$ cat src/rtl/core/hsl_rgb_pkg.sv
`timescale 1ns / 1ps

package hsl_rgb_pkg;

  // Field widths
  localparam int IN_W   = 14;   // signed input fields
  localparam int CH_W   = 13;   // unsigned 0..4096 channel values
  localparam int REM_W  = 10;   // remainder within a sector, 0..960
  localparam int CR_W   = CH_W + REM_W;
  localparam int Q_W    = 16;   // (c * rem) >> 6, at most 61440

  // Fixed-point constants
  localparam logic [CH_W-1:0] ONE_Q12    = 13'd4096;
  localparam logic [CH_W-1:0] HALF_Q12   = 13'd2048;
  localparam logic [CH_W-1:0] HUE_FULL   = 13'd5760;
  localparam logic [REM_W-1:0] HUE_SECTOR = 10'd960;

  // Divide by 960 as (v >> 6) / 15, the latter through a reciprocal
  localparam int PRE_SHIFT   = 6;
  localparam int RECIP_SHIFT = 20;
  localparam int RECIP_W     = 17;
  localparam logic [RECIP_W-1:0] RECIP_15 = 17'd69906;
  localparam int QK_W = Q_W + RECIP_W;

  // Hue sectors, 60 degrees each
  typedef enum logic [2:0] {
    SEC_RED_YEL  = 3'd0,
    SEC_YEL_GRN  = 3'd1,
    SEC_GRN_CYN  = 3'd2,
    SEC_CYN_BLU  = 3'd3,
    SEC_BLU_MAG  = 3'd4,
    SEC_MAG_RED  = 3'd5
  } sector_t;

  // Front end output: chroma, lightness, sector and position in sector
  typedef struct packed {
    logic              valid;
    logic [CH_W-1:0]   chroma;
    logic [CH_W-1:0]   light;
    logic [REM_W-1:0]  rem;
    sector_t           sector;
  } prep_t;

  // Second component stage output
  typedef struct packed {
    logic              valid;
    logic [CH_W-1:0]   chroma;
    logic [CH_W-1:0]   offset;
    logic [QK_W-1:0]   x_scaled;
    sector_t           sector;
  } xcomp_t;

endpackage

$ cat src/rtl/core/hsl_rgb_prep.sv
`timescale 1ns / 1ps

module hsl_rgb_prep (
  input  logic                                clk,
  input  logic                                rst,
  input  logic                                in_valid,
  input  logic signed [hsl_rgb_pkg::IN_W-1:0] hue,
  input  logic signed [hsl_rgb_pkg::IN_W-1:0] saturation,
  input  logic signed [hsl_rgb_pkg::IN_W-1:0] lightness,
  output hsl_rgb_pkg::prep_t                  prep
);

  localparam int CW = hsl_rgb_pkg::CH_W;
  localparam int RW = hsl_rgb_pkg::REM_W;
  localparam int IW = hsl_rgb_pkg::IN_W;

  // Stage A registers
  logic          a_valid;
  logic [CW-1:0] a_hue;
  logic [CW-1:0] a_sat;
  logic [CW-1:0] a_light;
  logic [CW-1:0] a_span;

  logic [CW-1:0] hue_next;
  logic [CW-1:0] sat_next;
  logic [CW-1:0] light_next;
  logic [CW-1:0] span_next;
  logic [IW-1:0] light_dbl;

  // Clamp a signed field to 0..4096
  function automatic logic [CW-1:0] clamp_unit(input logic signed [IW-1:0] v);
    logic [CW-1:0] r;
    if (v[IW-1]) begin
      r = '0;
    end else if (v[CW-1:0] > hsl_rgb_pkg::ONE_Q12) begin
      r = hsl_rgb_pkg::ONE_Q12;
    end else begin
      r = v[CW-1:0];
    end
    return r;
  endfunction

  // Apply hue rule, clamp, and form 4096 - |2L - 4096|
  always_comb begin
    if (hue[IW-1] || (hue[CW-1:0] >= hsl_rgb_pkg::HUE_FULL)) begin
      hue_next = '0;
    end else begin
      hue_next = hue[CW-1:0];
    end
    sat_next   = clamp_unit(saturation);
    light_next = clamp_unit(lightness);
    light_dbl  = {light_next, 1'b0};
    if (light_next < hsl_rgb_pkg::HALF_Q12) begin
      span_next = light_dbl[CW-1:0];
    end else begin
      span_next = CW'({1'b0, hsl_rgb_pkg::ONE_Q12, 1'b0} - light_dbl);
    end
  end

  always_ff @(posedge clk) begin
    if (rst) begin
      a_valid <= 1'b0;
    end else begin
      a_valid <= in_valid;
    end
  end

  always_ff @(posedge clk) begin
    a_hue   <= hue_next;
    a_sat   <= sat_next;
    a_light <= light_next;
    a_span  <= span_next;
  end

  // Stage B: chroma product, sector search and remainder
  logic [2*CW-1:0] chroma_prod;
  logic [CW-1:0]   sec_base;
  logic [RW-1:0]   rem_raw;
  logic [RW-1:0]   rem_next;
  hsl_rgb_pkg::sector_t sector_next;

  always_comb begin
    chroma_prod = a_span * a_sat;
    if (a_hue >= CW'(5 * 960)) begin
      sector_next = hsl_rgb_pkg::SEC_MAG_RED;
      sec_base    = CW'(5 * 960);
    end else if (a_hue >= CW'(4 * 960)) begin
      sector_next = hsl_rgb_pkg::SEC_BLU_MAG;
      sec_base    = CW'(4 * 960);
    end else if (a_hue >= CW'(3 * 960)) begin
      sector_next = hsl_rgb_pkg::SEC_CYN_BLU;
      sec_base    = CW'(3 * 960);
    end else if (a_hue >= CW'(2 * 960)) begin
      sector_next = hsl_rgb_pkg::SEC_GRN_CYN;
      sec_base    = CW'(2 * 960);
    end else if (a_hue >= CW'(960)) begin
      sector_next = hsl_rgb_pkg::SEC_YEL_GRN;
      sec_base    = CW'(960);
    end else begin
      sector_next = hsl_rgb_pkg::SEC_RED_YEL;
      sec_base    = '0;
    end
    rem_raw = RW'(a_hue - sec_base);
    // odd sectors run backward
    if (sector_next[0]) begin
      rem_next = hsl_rgb_pkg::HUE_SECTOR - rem_raw;
    end else begin
      rem_next = rem_raw;
    end
  end

  // Advance the stage B register; only the valid bit is reset
  always_ff @(posedge clk) begin
    if (rst) begin
      prep.valid <= 1'b0;
    end else begin
      prep.valid <= a_valid;
    end
    prep.chroma <= chroma_prod[2*CW-2:CW-1];
    prep.light  <= a_light;
    prep.rem    <= rem_next;
    prep.sector <= sector_next;
  end

endmodule

$ cat src/rtl/core/hsl_rgb_xcomp.sv
`timescale 1ns / 1ps

module hsl_rgb_xcomp (
  input  logic                clk,
  input  logic                rst,
  input  hsl_rgb_pkg::prep_t  prep,
  output hsl_rgb_pkg::xcomp_t xc
);

  localparam int CW  = hsl_rgb_pkg::CH_W;
  localparam int CRW = hsl_rgb_pkg::CR_W;
  localparam int QW  = hsl_rgb_pkg::Q_W;
  localparam int PS  = hsl_rgb_pkg::PRE_SHIFT;

  // Stage C registers
  logic                 c_valid;
  logic [CW-1:0]        c_chroma;
  logic [CW-1:0]        c_offset;
  logic [CRW-1:0]       c_cr;
  hsl_rgb_pkg::sector_t c_sector;

  logic [QW-1:0] quot_in;

  // Stage C: chroma times position, and offset m = L - c/2
  always_ff @(posedge clk) begin
    if (rst) begin
      c_valid <= 1'b0;
    end else begin
      c_valid <= prep.valid;
    end
  end

  always_ff @(posedge clk) begin
    c_chroma <= prep.chroma;
    c_offset <= prep.light - {1'b0, prep.chroma[CW-1:1]};
    c_cr     <= prep.chroma * prep.rem;
    c_sector <= prep.sector;
  end

  // Stage D: divide by 960 as shift by 6, then reciprocal of 15
  assign quot_in = c_cr[QW+PS-1:PS];

  always_ff @(posedge clk) begin
    if (rst) begin
      xc.valid <= 1'b0;
    end else begin
      xc.valid <= c_valid;
    end
    xc.chroma   <= c_chroma;
    xc.offset   <= c_offset;
    xc.x_scaled <= quot_in * hsl_rgb_pkg::RECIP_15;
    xc.sector   <= c_sector;
  end

endmodule

$ cat src/rtl/core/hsl_rgb_mix.sv
`timescale 1ns / 1ps

module hsl_rgb_mix (
  input  logic                             clk,
  input  logic                             rst,
  input  hsl_rgb_pkg::xcomp_t              xc,
  output logic                             done,
  output logic [hsl_rgb_pkg::CH_W-1:0]     red,
  output logic [hsl_rgb_pkg::CH_W-1:0]     green,
  output logic [hsl_rgb_pkg::CH_W-1:0]     blue
);

  localparam int CW = hsl_rgb_pkg::CH_W;
  localparam int RS = hsl_rgb_pkg::RECIP_SHIFT;

  logic [CW-1:0] x_val;
  logic [CW-1:0] r_base;
  logic [CW-1:0] g_base;
  logic [CW-1:0] b_base;

  assign x_val = xc.x_scaled[RS+CW-1:RS];

  // Route chroma and second component by sector
  always_comb begin
    case (xc.sector)
      hsl_rgb_pkg::SEC_RED_YEL: begin
        r_base = xc.chroma; g_base = x_val;     b_base = '0;
      end
      hsl_rgb_pkg::SEC_YEL_GRN: begin
        r_base = x_val;     g_base = xc.chroma; b_base = '0;
      end
      hsl_rgb_pkg::SEC_GRN_CYN: begin
        r_base = '0;        g_base = xc.chroma; b_base = x_val;
      end
      hsl_rgb_pkg::SEC_CYN_BLU: begin
        r_base = '0;        g_base = x_val;     b_base = xc.chroma;
      end
      hsl_rgb_pkg::SEC_BLU_MAG: begin
        r_base = x_val;     g_base = '0;        b_base = xc.chroma;
      end
      default: begin
        r_base = xc.chroma; g_base = '0;        b_base = x_val;
      end
    endcase
  end

  // Add offset and present the result for one cycle
  always_ff @(posedge clk) begin
    if (rst) begin
      done <= 1'b0;
    end else begin
      done <= xc.valid;
    end
  end

  always_ff @(posedge clk) begin
    red   <= r_base + xc.offset;
    green <= g_base + xc.offset;
    blue  <= b_base + xc.offset;
  end

endmodule

$ cat src/rtl/core/hsl_to_rgb_convert.sv
`timescale 1ns / 1ps

// Channel  | Signals                          | Transfer
// ---------+----------------------------------+-------------------------------
// pixel in | start, busy, hue, saturation,    | clock edge with start high and
//          | lightness                        | busy low
// pixel out| done, red, green, blue           | clock edge ending a cycle with
//          |                                  | done high
//
// One pixel is taken every cycle while busy is low; each result passes through the
// stage registers in order (clamp, chroma product, position product, reciprocal
// product, channel mix and offset add) before it reaches the outputs.
// Reset (rst, synchronous) drops every item in flight; busy is high only
// while rst is held. The receiver cannot stall, so the pipeline never holds.

module hsl_to_rgb_convert (
  input  logic                                clk,
  input  logic                                rst,
  input  logic                                start,
  output logic                                busy,
  input  logic signed [hsl_rgb_pkg::IN_W-1:0] hue,
  input  logic signed [hsl_rgb_pkg::IN_W-1:0] saturation,
  input  logic signed [hsl_rgb_pkg::IN_W-1:0] lightness,
  output logic                                done,
  output logic [hsl_rgb_pkg::CH_W-1:0]        red,
  output logic [hsl_rgb_pkg::CH_W-1:0]        green,
  output logic [hsl_rgb_pkg::CH_W-1:0]        blue
);

  hsl_rgb_pkg::prep_t  prep;
  hsl_rgb_pkg::xcomp_t xc;
  logic                in_valid;

  // Refuse transfers while reset is held
  assign busy     = rst;
  assign in_valid = start & ~busy;

  hsl_rgb_prep u_prep (
    .clk        (clk),
    .rst        (rst),
    .in_valid   (in_valid),
    .hue        (hue),
    .saturation (saturation),
    .lightness  (lightness),
    .prep       (prep)
  );

  hsl_rgb_xcomp u_xcomp (
    .clk  (clk),
    .rst  (rst),
    .prep (prep),
    .xc   (xc)
  );

  hsl_rgb_mix u_mix (
    .clk   (clk),
    .rst   (rst),
    .xc    (xc),
    .done  (done),
    .red   (red),
    .green (green),
    .blue  (blue)
  );

endmodule
$ cat config.mk
export PLATFORM = sky130hd
export DESIGN_NAME = hsl_to_rgb_convert
export DESIGN_NICKNAME = d
export VERILOG_FILES = /design/src/rtl/core/hsl_rgb_pkg.sv /design/src/rtl/core/hsl_rgb_prep.sv /design/src/rtl/core/hsl_rgb_xcomp.sv /design/src/rtl/core/hsl_rgb_mix.sv /design/src/rtl/core/hsl_to_rgb_convert.sv
export SDC_FILE = /design/constraint.sdc
export NUM_CORES = 1
export LEC_CHECK = 0
export ABC_AREA = 1
export BUFFER_PORTS_ARGS = -buffer_cell sky130_fd_sc_hd__buf_4
export CORE_ASPECT_RATIO = 0.9
export CORE_MARGIN = 3
export CORE_UTILIZATION = 55
export DETAILED_ROUTE_END_ITERATION = 8
export GPL_TIMING_DRIVEN = 1
export HOLD_SLACK_MARGIN = 0.12
export PLACE_DENSITY_LB_ADDON = 0.12
export SETUP_SLACK_MARGIN = 0.4
export SLEW_MARGIN = 20
export SYNTH_ARGS = -nofsm -noshare
export SYNTH_HDL_FRONTEND = slang
export SYNTH_HIERARCHICAL = 1
export SYNTH_SLANG_ARGS = --single-unit
$ cat constraint.sdc
create_clock -name clk -period 8.29 [get_ports clk]
set_clock_uncertainty 0.15 [all_clocks]
set_input_delay 0.4145 -clock clk [delete_from_list [all_inputs] [get_ports clk]]
set_output_delay 0.4145 -clock clk [all_outputs]
set_load 0.02 [all_outputs]
==> metrics.md, run 1 <==
| Metric | Value |
|---|---|
| Status | `complete, no violations` |
| Hold depth | `5` |
| Kind of critical path | `reg -> reg` |
| Max-Cap Viols | `0` |
| Hold Crit Class | `in -> reg` |
| Wire length per cell | `16.0 um` |
| Clk pwr share | `12.8%` |
| Max IR drop VDD | `0.417 mV` |
| Clk_lat worst skew | `0.55 ns` |
| Initial drt markers | `1,220` |
| Synth Net Count | `3,287` |
| Slowest CP cell | `dfxtp_1` |
| Met2 Usage GRT | `41.8%` |
| Grt peak-use layer | `met2` |
| Minimum clock period | `5.35 ns` |
| Routed vias | `17.5k` |
| Met3 Usage GRT | `3.88%` |
| Combinational Power Share | `68.9%` |
| Critical path's most frequent cell | `fa_1` |
| Fraction of layout cells with a size suffix above 1 | `7.72%` |
| Post-CTS setup buffers | `0` |
| Sequential share of power | `18.3%` |
| IO Count | `86` |
| Fmax | `187 MHz` |
| Fin nets | `3,386` |
| Die width | `214 um` |
| Placer Congestion | `0.947` |
| Crit. End Element | `flop` |
| Post-Syn Instances | `2,756` |
| Vias per std cell | `5.20` |
| CTS root buffer | `clkbuf_16` |
| Drt pass-1 iters | `6` |
| Vias in the first global route | `17.6k` |
| Die Y | `193 um` |
| H-tree lvl count | `1` |
| Post-Layout Cell Count | `3,360` |
| Pin count of the biggest net entering global routing | `16` |
| Grt total ovfl | `0` |
| YS warnings | `6` |
| Synth Area per Inst | `7.74 sq um` |
| Most frequent cells in the layout | `nand2_1, inv_1, ha_1` |
| Worst path depth | `17` |
| Initial Util | `56.5%` |
| Top reg by flops | `u_xcomp/xc` |
| Core Box Area | `0.0377 sq mm` |
| Area Overhead vs Synth | `11.1%` |
| Crit Path Max Fanout | `13` |
| CTS resizes | `0` |
| Antenna violations before repair | `1` |
| Tightest Pin Transition | `0.832 ns` |
| Placed Instances | `3,267` |
| Commonest non-fill, non-tap cell in the layout | `nand2_1` |
| Final setup fails | `0` |
| Final Hold Fails | `0` |
| Post-Route Setup TNS | `0 ns` |
| Synthesized area | `0.0213 sq mm` |
| CTS tree | `done` |
| Switching Share | `52.7%` |
| RSZ-0062 raised after global routing | `false` |
| CP top delay family | `adder cells` |
| Worst EP required | `8.62 ns` |
| Post-route DRC | `0` |
| CP bufs+invs | `4` |
| Clock buffer depth | `3` |
| Die Area | `0.0412 sq mm` |
| NetSw | `0.00502 W` |
| Routing usage on met1 | `39.6%` |
| Worst EP arrival | `5.68 ns` |
| Core Rows | `67` |
| Largest regs | `u_xcomp/xc: 43 flops, u_prep/prep: 40 flops, u_xcomp/c_cr: 16 flops` |
| TritonCTS buffer count | `26` |
| Slew margin rel. | `44.4%` |
| DP Wirelength | `44,300 um` |
| Post-DRT Antenna Nets | `0` |
| Input/output buffers | `85` |
| Final Max Slew Viols | `0` |
| Sink Count | `220` |
| Register clock-pin slew on the reported worst setup and hold paths | `0.07 ns` |
| CP peak stage delay | `0.77 ns` |
| First-pass GRT wire length | `88,900 um` |
| Number of flip-flops in the largest register | `43` |
| Leak | `13.6 nW` |
| R2R cell count | `17` |
| Flop-to-flop setup slack | `2.94 ns` |
| Power Dens Cells | `402 mW/mm^2` |
| Final WL | `53,800 um` |
| CP startpoint kind | `flop` |
| Int Pwr | `0.00450 W` |
| Overall routing resource usage | `27.0%` |
| Cells along the critical path | `nand2_1 -> fa_1 -> inv_1 -> fa_1 -> fa_1 -> fa_1 -> inv_1 -> fa_1 -> inv_1 -> ha_1 -> nand2_1 -> nor2_1 -> inv_1 -> nor4_2 -> nand3_1 -> nand3_1 -> xor2_1` |
| Post-route clock period utilization | `64.6%` |
-- power groups by stage --
stage | Combinational [W] | Clock [W] | Sequential (W)
after floorplan | 0.00482 | 0 | 0.00167
after CTS | 0.00654 | 0.00124 | 0.00174
final | 0.00657 | 0.00122 | 0.00174
after global placement | 0.00638 | 0 | 0.00175
after detailed placement | 0.00644 | 0 | 0.00176
after global routing | 0.00748 | 0.00129 | 0.00177
-- through the flow --
stage               util (%)  setup slack [ns]  hold slack [ns]  area [sq um]  total power (W)
finish                  62.8              2.94            0.158         23700          0.00952
global route            62.8              2.61            0.169         23700           0.0105
CTS                     62.8              2.97            0.126         23700          0.00952
detailed placement      59.2              3.00            0.162         22300          0.00820
global placement        59.2              3.01            0.162         22300          0.00814
floorplan                  -              3.54            0.160         21300          0.00649
-- what timing repair did --
item / CTS / global route
setup endpoints to repair: 0 / 0
hold buffers: 43 / 0
endpoints found under the hold margin: 48 / 0
-- routing by layer --
metal  wire length [um]  vias to the layer above
li1                   -                     8620
met1              25500                     8247
met2              23300                      523
met3               3380                       96
met4               1530                        0
met5                  0                        -
-- final timing paths --
| path | from | to |
|---|---|---|
| max | u_prep/a_span[9]$_DFF_P_ | u_prep/prep[37]$_DFF_P_ |
| min | lightness[4] | u_prep/a_light[4]$_DFF_P_ |
| max reg2reg | u_prep/a_span[9]$_DFF_P_ | u_prep/prep[37]$_DFF_P_ |
| min reg2reg | u_xcomp/c_offset[5]$_DFF_P_ | u_xcomp/xc[41]$_DFF_P_ |
-- tightest hold or removal path: stages --
cell and delay, ns:
buf_4 0.13, inv_1 0.05, nor2_1 0.05, nand2_1 0.12, inv_1 0.05
-- area by class of cell --
cell class | count | area [sq um]
Antenna cell | 2 | 5.00
Clock buffer | 30 | 696
Clock inverter | 18 | 236
Fill cell | 3324 | 14000
Inverter | 626 | 2350
Multi-Input combinational cell | 1853 | 14300
Sequential cell | 220 | 4400
Tap cell | 483 | 604
Timing Repair Buffer | 128 | 1070
(Power assumes the default switching activity.)
==> inputs of run 2 (changes only) <==
- clock period: 8.29 -> 4.6 ns (I/O delays scaled with it)
==> metrics.md, run 2 (synthesized netlist as in run 1, its figures left out) <==
| Metric | Value |
|---|---|
| Status | `finished with violations` |
| Failing checks | `negative setup slack` |
| Clock buffer depth | `3 (unchanged)` |
| CP startpoint kind | `flop` |
| Sink Count | `220 (unchanged)` |
| Switching Share | `52.0% (-0.74 points)` |
| Post-DRT Antenna Nets | `0 (unchanged)` |
| Hold depth | `4 (-1)` |
| NetSw | `0.0102 W (+100%)` |
| Minimum clock period | `4.72 ns (-0.639 ns)` |
| Vias in the first global route | `18.5k (+5.0%)` |
| CTS tree | `done` |
| Overall routing resource usage | `28.3% (+1.3 points)` |
| Routed vias | `18.5k (+6.1%)` |
| Die Area | `0.0412 sq mm (unchanged)` |
| FILL cells | `2,960 (-11%)` |
| Initial Util | `56.5% (unchanged)` |
| Antenna violations before repair | `2 (+1)` |
| Clk pwr share | `10.0% (-2.8 points)` |
| Die Y | `193 um (unchanged)` |
| Core Rows | `67 (unchanged)` |
| Input/output buffers | `85 (unchanged)` |
| Final setup margin | `-0.116 ns (-3.05 ns)` |
| Post-route clock period utilization | `103% (+38 points)` |
| Post-route DRC | `0 (unchanged)` |
| Hold path startpoint | `saturation[12]` |
| CTS root buffer | `clkbuf_16` |
| Final Hold Fails | `0 (unchanged)` |
| Core Box Area | `0.0377 sq mm (unchanged)` |
| Largest regs | `u_xcomp/xc: 43 flops, u_prep/prep: 40 flops, u_xcomp/c_cr: 16 flops` |
| Crit. End Element | `flop` |
| First-pass GRT wire length | `92,800 um (+4.5%)` |
| Sequential share of power | `15.6% (-2.7 points)` |
| Int Pwr | `0.00938 W (+110%)` |
| Final Max Slew Viols | `0 (unchanged)` |
| Kind of critical path | `reg -> reg` |
| Fin nets | `3,597 (+6.2%)` |
| Initial drt markers | `1,286 (+5.4%)` |
| Flop-to-flop setup slack | `-0.12 ns (-3.05 ns)` |
| H-tree lvl count | `1 (unchanged)` |
| Power Dens Cells | `730 mW/mm^2 (+82%)` |
| Clk_lat worst skew | `0.56 ns (about the same)` |
| Max-Cap Viols | `0 (unchanged)` |
| Most frequent cells in the layout | `nand2_1, inv_1, buf_4` |
| Grt total ovfl | `0 (unchanged)` |
| TritonCTS buffer count | `26 (unchanged)` |
| Worst EP arrival | `5.02 ns (-0.66 ns)` |
| Commonest non-fill, non-tap cell in the layout | `nand2_1` |
| Slew margin rel. | `45.1% (+0.70 points)` |
| Leak | `15.0 nW (+9.8%)` |
| Fraction of layout cells with a size suffix above 1 | `21.7% (+14 points)` |
| Tightest Pin Transition | `0.822 ns (-0.0104 ns)` |
| Fmax | `212 MHz (+14%)` |
| IO Count | `86 (unchanged)` |
| Crit Reg-Reg Startpoint | `u_prep/prep[6]$_DFF_P_` |
| RR Endpoint | `u_xcomp/c_cr[20]$_DFF_P_` |
| Drt pass-1 iters | `6 (unchanged)` |
| Register clock-pin slew on the reported worst setup and hold paths | `0.06 ns (about the same)` |
| R2R cell count | `21 (+4)` |
| Hold Crit Class | `in -> reg` |
| Final Core Density | `71.0% (+8.1 points)` |
| Min-Delay Endpoint | `u_prep/a_sat[7]$_SDFF_PP0_` |
| DP Wirelength | `45,900 um (+3.7%)` |
| Final WL | `58,900 um (+9.6%)` |
| Post-Route Setup TNS | `-0.314 ns (-0.314 ns)` |
| Wire length per cell | `16.5 um (+3.3%)` |
| Vias per std cell | `5.20 (-0.12%)` |
| Area Overhead vs Synth | `25.5%` |
| RSZ-0062 raised after global routing | `true` |
| Top reg by flops | `u_xcomp/xc` |
| Worst EP required | `4.90 ns (-3.72 ns)` |
| Placer Congestion | `0.938 (-0.97%)` |
| Die width | `214 um (unchanged)` |
| Final setup fails | `8 (+8)` |
| Pin count of the biggest net entering global routing | `15 (-1)` |
| Number of flip-flops in the largest register | `43 (unchanged)` |
| Combinational Power Share | `74.4% (+5.5 points)` |
| Crit Path Max Fanout | `7 (-6)` |
| Max IR drop VDD | `0.670 mV (+61%)` |
run 2: changes by cell type in the layout (fill, tap and decap cells not counted), moves of 33 or more:
cell     delta
nand2_1    -64
inv_2      +36
nand2_2    +36
buf_4     +156
dfxtp_4    +33
ha_1       -37
inv_1      -36
dfxtp_1    -41
ha_4       +35
run 2: worst max-delay path by stage:
| stage | startpoint | endpoint | depth (start not counted) |
|---|---|---|---|
| global placement | u_prep/a_sat[10]$_SDFF_PP0_ | u_prep/prep[36]$_DFF_P_ | 15 |
| global route | u_prep/prep[6]$_DFF_P_ | u_xcomp/c_cr[20]$_DFF_P_ | 21 |
| finish | u_prep/prep[6]$_DFF_P_ | u_xcomp/c_cr[20]$_DFF_P_ | 21 |
| floorplan | u_prep/a_sat[1]$_SDFF_PP0_ | u_prep/prep[32]$_DFF_P_ | 19 |
| CTS | u_prep/a_span[6]$_DFF_P_ | u_prep/prep[32]$_DFF_P_ | 19 |
| detailed placement | u_prep/a_sat[10]$_SDFF_PP0_ | u_prep/prep[37]$_DFF_P_ | 16 |
run 2: metal layers:
layer  global-route usage [%]  vias up  share of wire [%]
met4                     7.32        2                2.8
met2                     45.2      553                 45
met3                     5.20      107                7.0
met5                        0        -              0.022
li1                         -     9059                  -
met1                     39.7     8825                 45
run 2: final cells by class:
cell class | count | area [sq um] | share of cell area (%)
multi-input combinational | 1853 | 15600 | 58.1
tap | 483 | 604 | 2.26
clock inverter | 15 | 121 | 0.453
sequential | 220 | 4540 | 17.0
timing repair buffer | 339 | 2910 | 10.9
clock buffer | 31 | 689 | 2.58
antenna | 1 | 2.50 | 0.00935
inverter | 626 | 2350 | 8.78
run 2: power groups by stage:
stage                     combinational [W]  sequential [W]  clock [W]
final                                0.0145         0.00304    0.00195
after CTS                            0.0136         0.00307    0.00200
after global routing                 0.0162         0.00309    0.00206
after detailed placement             0.0132         0.00310          0
after floorplan                     0.00943         0.00303          0
after global placement               0.0130         0.00310          0
run 2: stage by stage:
stage | setup WS [ns] | instance area [sq um] | std cells | total power (W) | hold slack [ns]
after floorplan | 0.216 | 22200 | 2756 | 0.0125 | 0.151
after global placement | -0.202 | 23800 | 3393 | 0.0161 | 0.161
after detailed placement | -0.240 | 23800 | 3393 | 0.0163 | 0.162
after CTS | -0.0301 | 25800 | 3521 | 0.0187 | 0.121
after global routing | -0.339 | 26800 | 3567 | 0.0213 | 0.179
final | -0.116 | 26800 | 3568 | 0.0195 | 0.143
run 2: critical path: stages (launching register included):
cell	delay [ns]
dfxtp_4	0.45
buf_6	0.12
buf_6	0.09
nand2_4	0.04
fa_1	0.54
inv_1	0.05
fa_1	0.50
fa_1	0.43
fa_1	0.50
inv_1	0.06
fa_1	0.51
inv_2	0.05
ha_4	0.32
nand2_4	0.06
nor2_2	0.12
inv_1	0.07
nor2_2	0.15
nand4_1	0.14
nand3_2	0.11
nand2_1	0.05
inv_1	0.05
nor2_1	0.04
run 2: repair_timing:
action / 4_1_cts / 5_1_grt
endpoints found under the hold margin: 55 / 0
endpoints found under the setup margin: 29 / 29
pin swaps: 47 / 84
hold buffers: 59 / 0
setup buffers: 23 / 46
resized for setup: 136 / 144
==> inputs of run 3 (changes only) <==
- MAX_ROUTING_LAYER: not set -> met4
- RECOVER_POWER: not set -> 100
==> metrics.md, run 3 (synthesized netlist as in run 1, its figures left out) <==
| Metric | Value |
|---|---|
| Routed vias | `18.6k (+0.14%)` |
| Commonest non-fill, non-tap cell in the layout | `nand2_1` |
| Crit. End Element | `flop` |
| DP Wirelength | `46,200 um (+0.60%)` |
| Power Dens Cells | `729 mW/mm^2 (about the same)` |
| Worst EP arrival | `5.07 ns (+0.05 ns)` |
| Final Max Slew Viols | `0 (unchanged)` |
| Clk pwr share | `10.3% (+0.3 points)` |
| Worst EP required | `4.92 ns (+0.02 ns)` |
| NetSw | `0.0101 W (-0.27%)` |
| Max-Cap Viols | `0 (unchanged)` |
| RR Endpoint | `u_xcomp/c_cr[21]$_DFF_P_` |
| Final setup margin | `-0.141 ns (-0.0252 ns)` |
| CTS tree | `done` |
| Number of flip-flops in the largest register | `43 (unchanged)` |
| Register clock-pin slew on the reported worst setup and hold paths | `0.07 ns (about the same)` |
| RSZ-0062 raised after global routing | `true` |
| Crit Path Max Fanout | `5 (-2)` |
| Grt total ovfl | `0 (unchanged)` |
| Crit Reg-Reg Startpoint | `u_prep/prep[33]$_DFF_P_` |
| Most frequent cells in the layout | `nand2_1, inv_1, ha_1` |
| Combinational Power Share | `73.9% (-0.5 points)` |
| Final setup fails | `9 (+1)` |
| CTS root buffer | `clkbuf_16` |
| R2R cell count | `22 (+4.8%)` |
| Kind of critical path | `reg -> reg` |
| Final Hold Slack | `0.136 ns (-0.00659 ns)` |
| Failing checks | `negative setup slack` |
| Core Box Area | `0.0377 sq mm (unchanged)` |
| Placer Congestion | `0.958 (+2.1%)` |
| Post-DRT Antenna Nets | `0 (unchanged)` |
| Fin nets | `3,602 (+0.14%)` |
| Final Hold Fails | `0 (unchanged)` |
| Power Total | `0.0194 W (-0.93%)` |
| Worst Setup SP | `u_prep/prep[33]$_DFF_P_` |
| Sink Count | `220 (unchanged)` |
| Antenna violations before repair | `4 (+2)` |
| Vias per std cell | `5.20 (about the same)` |
| Core Rows | `67 (unchanged)` |
| Post-route clock period utilization | `103% (+0.55 points)` |
| CP startpoint kind | `flop` |
| Clock buffer depth | `3 (unchanged)` |
| Top reg by flops | `u_xcomp/xc` |
| Final WL | `59,700 um (+1.2%)` |
| Die Y | `193 um (unchanged)` |
| Wire length per cell | `16.7 um (+1.0%)` |
| Int Pwr | `0.00922 W (-1.7%)` |
| Clk_lat worst skew | `0.56 ns (about the same)` |
| CP Capture Point | `u_xcomp/c_cr[21]$_DFF_P_` |
| Leak | `14.9 nW (-0.73%)` |
| Vias in the first global route | `18.4k (-0.24%)` |
| Area Overhead vs Synth | `24.4%` |
| Minimum clock period | `4.74 ns (+0.0252 ns)` |
| Status | `finished with violations` |
| Tightest Pin Transition | `0.831 ns (+0.00891 ns)` |
| Pin count of the biggest net entering global routing | `16 (+1)` |
| Flop-to-flop setup slack | `-0.14 ns (-0.03 ns)` |
| Die Area | `0.0412 sq mm (unchanged)` |
| Initial Util | `56.5% (unchanged)` |
| Largest regs | `u_xcomp/xc: 43 flops, u_prep/prep: 40 flops, u_xcomp/c_cr: 16 flops` |
| H-tree lvl count | `1 (unchanged)` |
| Hold Crit Class | `in -> reg` |
| IO Count | `86 (unchanged)` |
| Multi-input gate area | `0.0155 sq mm (-0.64%)` |
| Input/output buffers | `85 (unchanged)` |
| Switching Share | `52.4% (+0.35 points)` |
| Die width | `214 um (unchanged)` |
| Storage cell area | `0.00454 sq mm (about the same)` |
| Initial drt markers | `1,388 (+7.9%)` |
| Fmax | `211 MHz (-0.53%)` |
| Overall routing resource usage | `29.6% (+1.3 points)` |
| Max IR drop VDD | `0.776 mV (+16%)` |
| Sequential share of power | `15.8% (+0.2 points)` |
| First-pass GRT wire length | `94,100 um (+1.4%)` |
| FILL cells | `3,056 (+3.2%)` |
| Fraction of layout cells with a size suffix above 1 | `19.2% (-2.5 points)` |
| Placed cell areas | `0.0238 sq mm (about the same)` |
| Final instance area | `0.0265 sq mm (-0.85%)` |
| TritonCTS buffer count | `25 (-3.8%)` |
| Post-route DRC | `0 (unchanged)` |
| Drt pass-1 iters | `6 (unchanged)` |
| Slew margin rel. | `44.5% (-0.60 points)` |
-- run 3: cell types whose count changed in the layout (fill, tap and decap cells not counted), moves of 10 or more --
cell / before / now
buf_4: 241 / 186
clkbuf_1: 3 / 52
buf_6: 26 / 38
nand2_1: 602 / 613
o21ai_0: 25 / 36
nand2_2: 58 / 48
-- run 3: stage by stage --
stage	TNS, ns	cells	setup WS (ns)	util (%)
global route	-2.69	3573	-0.262	70.4
detailed placement	-2.93	3395	-0.322	63.0
global placement	-1.85	3395	-0.264	63.0
finish	-0.343	3574	-0.141	70.4
floorplan	0	2756	0.216	-
CTS	0	3523	0.00123	68.6
-- run 3: worst min-delay path by stage --
stage                                start                    endpoint  slack [ns]  cells past startpoint
2_1_floorplan                          rst   u_prep/a_valid$_SDFF_PP0_        0.15                      1
3_3_place_gp   u_xcomp/c_chroma[5]$_DFF_P_      u_xcomp/xc[54]$_DFF_P_        0.16                      0
3_5_place_dp   u_xcomp/c_sector[0]$_DFF_P_       u_xcomp/xc[0]$_DFF_P_        0.16                      0
4_1_cts                      lightness[11]   u_prep/a_light[4]$_DFF_P_        0.12                      8
5_1_grt                     saturation[12]  u_prep/a_sat[5]$_SDFF_PP0_        0.17                      4
6_report                    saturation[12]  u_prep/a_sat[9]$_SDFF_PP0_        0.14                      4
-- run 3: cell type report --
class	instances	share of cell area (%)
multi-input combinational	1853	58.2
clock inverter	18	0.636
timing repair buffer	345	10.4
antenna	1	0.00943
sequential	220	17.1
tap	483	2.28
clock buffer	28	2.44
inverter	626	8.86
-- run 3: repair_timing --
action	4_1_cts	5_1_grt
gates resized for setup	138	164
hold buffers	62	0
gates cloned	0	0
setup buffers	20	50
hold endpoints to repair	55	0
setup endpoints to repair	29	29
pin swaps	57	118
-- run 3: routing by layer --
layer	GRT usage [%]	share of wire [%]	up-vias
met3	4.28	6.8	95
met1	42.0	46	8836
met5	-	0	-
met4	6.00	2.3	0
li1	-	-	9052
met2	45.4	45	589
-- run 3: power groups by stage --
stage | Combinational, W | Clock (W) | Sequential (W)
6_report | 0.0143 | 0.00199 | 0.00306
5_1_grt | 0.0159 | 0.00210 | 0.00311
2_1_floorplan | 0.00943 | 0 | 0.00303
3_5_place_dp | 0.0131 | 0 | 0.00310
3_3_place_gp | 0.0130 | 0 | 0.00310
4_1_cts | 0.0136 | 0.00203 | 0.00307
-- run 3: critical path, cell delays in order (launching register included) --
cell     delay [ns]
dfxtp_4        0.39
buf_6          0.14
nand2_4        0.04
fa_1           0.50
inv_2          0.04
fa_1           0.47
inv_1          0.05
fa_1           0.48
inv_1          0.06
fa_1           0.49
inv_1          0.06
fa_1           0.56
inv_2          0.06
ha_4           0.31
nand2_4        0.07
inv_2          0.05
nand2_1        0.05
nand2_1        0.09
inv_2          0.07
o21ai_2        0.19
nand2_1        0.09
nand3_2        0.09
xor2_1         0.18
